File: src/hdl/npl_pkg.sv
`default_nettype none
package npl_pkg;

    // mode codes
    localparam logic [2:0] MODE_CLEAR = 3'd0;
    localparam logic [2:0] MODE_LOAD  = 3'd1;
    localparam logic [2:0] MODE_COUNT = 3'd2;
    localparam logic [2:0] MODE_CULL  = 3'd3;
    localparam logic [2:0] MODE_LABEL = 3'd4;

    // configuration register indexes
    localparam logic [2:0] CFG_SIZE_X   = 3'd0;
    localparam logic [2:0] CFG_SIZE_Y   = 3'd1;
    localparam logic [2:0] CFG_SIZE_Z   = 3'd2;
    localparam logic [2:0] CFG_CENTER_X = 3'd3;
    localparam logic [2:0] CFG_CENTER_Y = 3'd4;
    localparam logic [2:0] CFG_CENTER_Z = 3'd5;
    localparam logic [2:0] CFG_RADIUS   = 3'd6;
    localparam logic [2:0] CFG_MIN_VOX  = 3'd7;

    localparam int CFG_W = 30;
    localparam int CNT_W = 30;
    localparam logic [CNT_W-1:0] CNT_MAX = '1;
    localparam logic [15:0] SIZE_RESET = 16'd256;
    localparam logic [8:0] REGION_BASE = 9'd2;

    localparam int DEF_TABLE_DEPTH = 256;
    localparam int DEF_MAX_DIM     = 1024;

    // memory write data select
    localparam logic [1:0] WSEL_LOAD = 2'd0;
    localparam logic [1:0] WSEL_INC  = 2'd1;
    localparam logic [1:0] WSEL_COPY = 2'd2;

    typedef struct packed {
        logic [2:0]         mode;
        logic signed [23:0] peak_x;
        logic signed [23:0] peak_y;
        logic signed [23:0] peak_z;
        logic [9:0]         voxel_x;
        logic [9:0]         voxel_y;
        logic [9:0]         voxel_z;
        logic               voxel_in_mask;
    } t_in;

    typedef struct packed {
        logic [8:0] region;
        logic [8:0] peak_total;
        logic       status;
    } t_out;

    typedef struct packed {
        logic signed [23:0] x;
        logic signed [23:0] y;
        logic signed [23:0] z;
        logic [CNT_W-1:0]   cnt;
    } t_entry;

    typedef struct packed {
        logic       item_ld;
        logic       setup;
        logic       best_clr;
        logic       scan;
        logic       wr_en;
        logic [1:0] wr_sel;
    } t_cmd;

    typedef struct packed {
        logic vox_out;
        logic mask;
        logic cull_off;
        logic busy;
        logic in_radius;
        logic keep;
    } t_sts;

endpackage
`default_nettype wire

File: src/hdl/npl_ctrl.sv
`default_nettype none
module npl_ctrl import npl_pkg::*; #(
    parameter int TABLE_DEPTH = DEF_TABLE_DEPTH,
    localparam int AW = (TABLE_DEPTH > 1) ? $clog2(TABLE_DEPTH) : 1,
    localparam int CW = $clog2(TABLE_DEPTH + 1)
) (
    input  wire           i_clk,
    input  wire           i_rst_n,
    input  wire           i_in_valid,
    input  wire [2:0]     i_mode,
    input  wire           i_out_full,
    output logic          o_in_ready,
    output t_cmd          o_cmd,
    output logic [AW-1:0] o_rd_addr,
    output logic [AW-1:0] o_wr_addr,
    input  t_sts          i_sts,
    input  wire [AW-1:0]  i_best_idx,
    output logic          o_out_ld,
    output t_out          o_res
);

    localparam logic [3:0] S_IDLE   = 4'd0;
    localparam logic [3:0] S_EXEC   = 4'd1;
    localparam logic [3:0] S_SCAN   = 4'd2;
    localparam logic [3:0] S_DRAIN  = 4'd3;
    localparam logic [3:0] S_RMW_RD = 4'd4;
    localparam logic [3:0] S_RMW_WR = 4'd5;
    localparam logic [3:0] S_CULL   = 4'd6;

    logic [3:0]    r_state, n_state;
    logic [2:0]    r_mode, n_mode;
    logic [CW-1:0] r_entries, n_entries;
    logic [CW-1:0] r_i, n_i;
    logic [CW-1:0] r_j, n_j;
    logic          r_pend, n_pend;
    logic          issue;

    assign o_in_ready = (r_state == S_IDLE) && !i_out_full;

    always_comb begin
        n_state   = r_state;
        n_mode    = r_mode;
        n_entries = r_entries;
        n_i       = r_i;
        n_j       = r_j;
        n_pend    = 1'b0;
        o_cmd     = '0;
        o_cmd.wr_sel = WSEL_COPY;
        o_rd_addr = r_i[AW-1:0];
        o_wr_addr = r_j[AW-1:0];
        o_out_ld  = 1'b0;
        o_res     = '0;
        issue     = 1'b0;
        case (r_state)
            // take a request
            S_IDLE: begin
                if (i_in_valid && o_in_ready) begin
                    o_cmd.item_ld = 1'b1;
                    n_mode  = i_mode;
                    n_state = S_EXEC;
                end
            end
            // decode the registered request
            S_EXEC: begin
                case (r_mode)
                    MODE_CLEAR: begin
                        n_entries = '0;
                        o_out_ld  = 1'b1;
                        n_state   = S_IDLE;
                    end
                    MODE_LOAD: begin
                        if (r_entries < CW'(TABLE_DEPTH)) begin
                            o_cmd.wr_en  = 1'b1;
                            o_cmd.wr_sel = WSEL_LOAD;
                            o_wr_addr    = r_entries[AW-1:0];
                            n_entries    = r_entries + 1'b1;
                        end else begin
                            o_res.status = 1'b1;
                        end
                        o_out_ld = 1'b1;
                        n_state  = S_IDLE;
                    end
                    MODE_COUNT, MODE_LABEL: begin
                        if (r_entries == '0 || i_sts.vox_out) begin
                            o_out_ld = 1'b1;
                            n_state  = S_IDLE;
                        end else begin
                            o_cmd.setup    = 1'b1;
                            o_cmd.best_clr = 1'b1;
                            n_i     = '0;
                            n_state = S_SCAN;
                        end
                    end
                    MODE_CULL: begin
                        if (i_sts.cull_off || r_entries == '0) begin
                            o_out_ld = 1'b1;
                            n_state  = S_IDLE;
                        end else begin
                            n_i     = '0;
                            n_j     = '0;
                            n_state = S_CULL;
                        end
                    end
                    default: begin
                        o_out_ld = 1'b1;
                        n_state  = S_IDLE;
                    end
                endcase
            end
            // one table entry into the distance pipeline per cycle
            S_SCAN: begin
                o_cmd.scan = 1'b1;
                n_i = r_i + 1'b1;
                if (n_i == r_entries) begin
                    n_state = S_DRAIN;
                end
            end
            // wait for the last distance, then decide
            S_DRAIN: begin
                if (!i_sts.busy) begin
                    if (r_mode == MODE_LABEL) begin
                        if (i_sts.in_radius && i_sts.mask) begin
                            o_res.region = 9'(i_best_idx) + REGION_BASE;
                        end
                        o_out_ld = 1'b1;
                        n_state  = S_IDLE;
                    end else if (i_sts.in_radius && i_sts.mask) begin
                        n_state = S_RMW_RD;
                    end else begin
                        o_out_ld = 1'b1;
                        n_state  = S_IDLE;
                    end
                end
            end
            // bump the winner's count
            S_RMW_RD: begin
                o_rd_addr = i_best_idx;
                n_state   = S_RMW_WR;
            end
            S_RMW_WR: begin
                o_cmd.wr_en  = 1'b1;
                o_cmd.wr_sel = WSEL_INC;
                o_wr_addr    = i_best_idx;
                o_out_ld     = 1'b1;
                n_state      = S_IDLE;
            end
            // compaction: read entry i, copy survivors to slot j
            S_CULL: begin
                issue  = r_i < r_entries;
                n_pend = issue;
                if (issue) begin
                    n_i = r_i + 1'b1;
                end
                if (r_pend && i_sts.keep) begin
                    o_cmd.wr_en = 1'b1;
                    n_j = r_j + 1'b1;
                end
                if (!issue && !r_pend) begin
                    n_entries = r_j;
                    o_out_ld  = 1'b1;
                    n_state   = S_IDLE;
                end
            end
            default: n_state = S_IDLE;
        endcase
        o_res.peak_total = 9'(n_entries);
    end

    always_ff @(posedge i_clk) begin
        if (!i_rst_n) begin
            r_state   <= S_IDLE;
            r_entries <= '0;
            r_pend    <= 1'b0;
        end else begin
            r_state   <= n_state;
            r_entries <= n_entries;
            r_pend    <= n_pend;
        end
    end

    always_ff @(posedge i_clk) begin
        r_mode <= n_mode;
        r_i    <= n_i;
        r_j    <= n_j;
    end

endmodule
`default_nettype wire

File: config.mk
export PLATFORM = sky130hd
export DESIGN_NAME = npl_ctrl
export DESIGN_NICKNAME = d
export VERILOG_FILES = /design/src/hdl/npl_pkg.sv /design/src/hdl/npl_ctrl.sv
export SDC_FILE = /design/constraint.sdc
export NUM_CORES = 1
export LEC_CHECK = 0
export BUFFER_PORTS_ARGS = -buffer_cell sky130_fd_sc_hd__buf_2
export CAP_MARGIN = 20
export CORE_ASPECT_RATIO = 0.9
export CORE_MARGIN = 5
export CORE_UTILIZATION = 50
export CTS_BUF_LIST = sky130_fd_sc_hd__clkbuf_8
export CTS_CLUSTER_DIAMETER = 30
export DETAILED_ROUTE_END_ITERATION = 10
export PLACE_DENSITY = 0.83
export SYNTH_ARGS = -nofsm -noshare
export SYNTH_HDL_FRONTEND = slang
export SYNTH_SLANG_ARGS = --single-unit
File: constraint.sdc
create_clock -name i_clk -period 2.75 [get_ports i_clk]
set_input_delay 0.1375 -clock i_clk [delete_from_list [all_inputs] [get_ports i_clk]]
set_output_delay 0.1375 -clock i_clk [all_outputs]
set_load 0.005 [all_outputs]
==> flow_summary.toml <==
[outcome]
status = "complete, no violations"

[job]
cap_violations = 0

[power_and_ir_drop]
seq_power_share = 0.414
internal_power_uw = 1040
combPwrFrac = 0.181
p_leak_uw = 0.00154
p_switching_uw = 369
vdd_ir_drop_max_mv = 0.232
pwr-share-clk = 0.405
power_uw = 1410
switching_share = 0.263
p_per_area_mw_per_mm2 = 392

[place]
dp_slack_ns = 0.208
numPortBuffers = 64
dpl_cell_area_sq_mm = 0.00337
hpwl_mm = 7.06
gp_congestion = 0.932

[critical_path]
r2r_cells = 7
rrSetupSlack_ns = 0.43
crit_arrival_ns = 2.54
required_ns = 2.61
cp-start-kind = "flip-flop"
worst_r2r_endpoint = "r_state[0]"
reg2reg_from = "r_i[1]"
critPathMaxFanout = 6
endpoint_kind = "output port"
critPathKind = "reg2out"

[synth]
synth.net_count = 381
syn_area_sq_mm = 0.00288
ys_async_sr_fraction = 0
ys_ff_latch = 34
synth.distinct_cells = 61
synth_area_leaders = "edfxtp_1, dfxtp_1, ha_1, nor2_1, xnor2_1"
ys_top_cells_by_count = "nor2_1, nand2_1, edfxtp_1, inv_1, nand3_1"
ys_dominant_reg_cell = "edfxtp_1"
yosysSeqAreaShare = 0.309
yosys.area.top_type_share = 0.219
synth_cells = 346
yosysWarnings = 0
synth_most_common_cell = "nor2_1"
synth_edf_count = 21
syn_area_per_cell_sq_um = 8.34
yosys.area.top_type = "edfxtp_1"

[global_route]
overflow = 0
grt_pass1_vias = 2780
grt_usage = 0.250
grt_max_degree = 18
antenna_found_initial = 0
grt_pass1_wl_mm = 14.5

[timing]
hold_viol = 0
slew_violations = 0
tightest_slew_ns = 0.747
min_period_over_period = 0.972
finalSetupViolCount = 0
setup_slack_ns = 0.0767
maxClockFrequency_mhz = 374
relSlewSlack = 0.499
fin_worst_skew_ns = 0.00764
period_needed_ns = 2.67
rsz0062_at_grt = "false"

[detailed_routing]
initialDrtViolationCount = 319
wl_per_cell_um = 18.3
via_count = 2964
drt_pass1_iterations = 5
ant_nets = 0
drc_errors = 0
wl_mm = 9.00
via_per_inst = 6.02

[finish]
nNetsFinal = 456
antennaDiodeCount = 0
area_delta_synth_final_pct = 24.3
drive_gt1_frac = 0.308
design_area_sq_mm = 0.00359

[clock_tree]
clock_latency_ns = 0.30
h-tree-depth = 2
cts_buffer_depth = 2
cts_tree = "yes"
root_buffer = "clkbuf_8"
cts_made_buffers = 5
path_clk_slew_ns = 0.08
clkSinkCount = 34

[floorplanning]
dieArea_sq_mm = 0.00739
chipHeight_um = 82.1
rows = 26
ios = 65
start_util = 0.512
die_w_um = 90.1
core_area_sq_mm = 0.00563

[min_path]
min_path_type = "in2reg"
worstHoldEndpoint = "r_mode[2]"
min_from = "i_mode[2]"
hold_depth = 1
## placed cells by master, fill, tap and decap left out, types with 2 or more instances in the layout
| cell type | instances |
|---|---|
| o31a_1 | 2 |
| nand3_1 | 17 |
| ha_1 | 12 |
| nand4_1 | 4 |
| or3b_2 | 2 |
| a222oi_1 | 8 |
| a22oi_1 | 2 |
| edfxtp_1 | 21 |
| or3_1 | 8 |
| clkbuf_8 | 5 |
| a21oi_1 | 12 |
| ha_4 | 2 |
| a2111oi_0 | 2 |
| and2_1 | 6 |
| mux2_2 | 10 |
| xnor2_1 | 15 |
| o21ai_0 | 16 |
| bufinv_16 | 2 |
| buf_4 | 23 |
| nor3_1 | 11 |
| nor3b_1 | 2 |
| nor4_1 | 4 |
| inv_1 | 19 |
| nand2_1 | 32 |
| o21a_1 | 2 |
| dfxtp_1 | 12 |
| nand2b_1 | 6 |
| nor2b_1 | 3 |
| xor2_1 | 11 |
| a21oi_4 | 2 |
| nor2_1 | 37 |
| inv_2 | 2 |
| a31oi_1 | 3 |
| o31ai_1 | 2 |
| o32ai_1 | 3 |
| and3_1 | 7 |
| buf_2 | 64 |
## flip-flops by register name, summed over array words and instances, names as in the netlist
register and flops:
r_j 9, r_entries 9, r_state 3, r_i 9, r_pend 1, r_mode 3
## worst max-delay path by stage
stage | startpoint | to | depth (start not counted)
6_report | r_i[3] | o_res[5] | 8
5_1_grt | r_entries[8] | o_res[9] | 8
4_1_cts | r_entries[1] | o_res[5] | 9
3_5_place_dp | r_entries[1] | o_res[5] | 9
3_3_place_gp | r_entries[1] | o_res[5] | 9
2_1_floorplan | r_entries[6] | r_i[0] | 8
## critical path, cell delays in order, from the launching register on
cell and delay (ns):
edfxtp_1 0.43, ha_1 0.33, o211a_4 0.18, o31ai_4 0.08
a211o_2 0.38, a21oi_4 0.25, nor3_1 0.09, or3_1 0.37
buf_2 0.13
## cells by family after synthesis
kind of cell             after synthesis  synth area share
buffers and inverters                 40            0.0581
AO/OA/AOI/OAI                         72             0.191
XOR/XNOR                              26            0.0790
flip-flops                            34             0.309
multiplexers                          11            0.0425
AND/OR/NAND/NOR                      149             0.259
adder cells (fa/ha/maj)               14            0.0607
## repair_timing
item | CTS | global route
gates resized for setup | 2 | 13
pin swaps | 0 | 1
hold buffers | 0 | 0
setup buffers | 0 | 1
endpoints found under the setup margin | 5 | 8
## layer usage
metal,GRT usage,vias to the layer above,wire [um]
li1,-,1413,-
met1,0.342,1368,3980
met2,0.398,162,3930
met3,0.0604,21,875
met4,0.0685,0,204
met5,0,-,0
## power groups by stage
stage / Clock [uW] / Combinational (uW) / Sequential (uW)
floorplan: 0 / 144 / 590
global placement: 0 / 229 / 592
detailed placement: 0 / 234 / 594
CTS: 577 / 238 / 582
global route: 595 / 281 / 585
finish: 569 / 255 / 582
## stage by stage
stage,TNS (ns),util,std cells,hold WS [ns]
final,0,0.637,492,0.0141
after global routing,0,0.637,492,0.0206
after CTS,-0.0215,0.625,491,0.00401
after detailed placement,0,0.598,483,0.317
after global placement,0,0.598,483,0.316
after floorplan,0,-,346,0.236
## final cells by class
class | count | area (sq um)
Multi-Input combinational cell | 272 | 1890
Inverter | 21 | 78.8
Clock buffer | 5 | 68.8
Tap cell | 70 | 87.6
Fill cell | 501 | 2040
Clock inverter | 3 | 68.8
Timing Repair Buffer | 87 | 493
Sequential cell | 34 | 895
No activity file was read; power rests on OpenSTA's default activity.
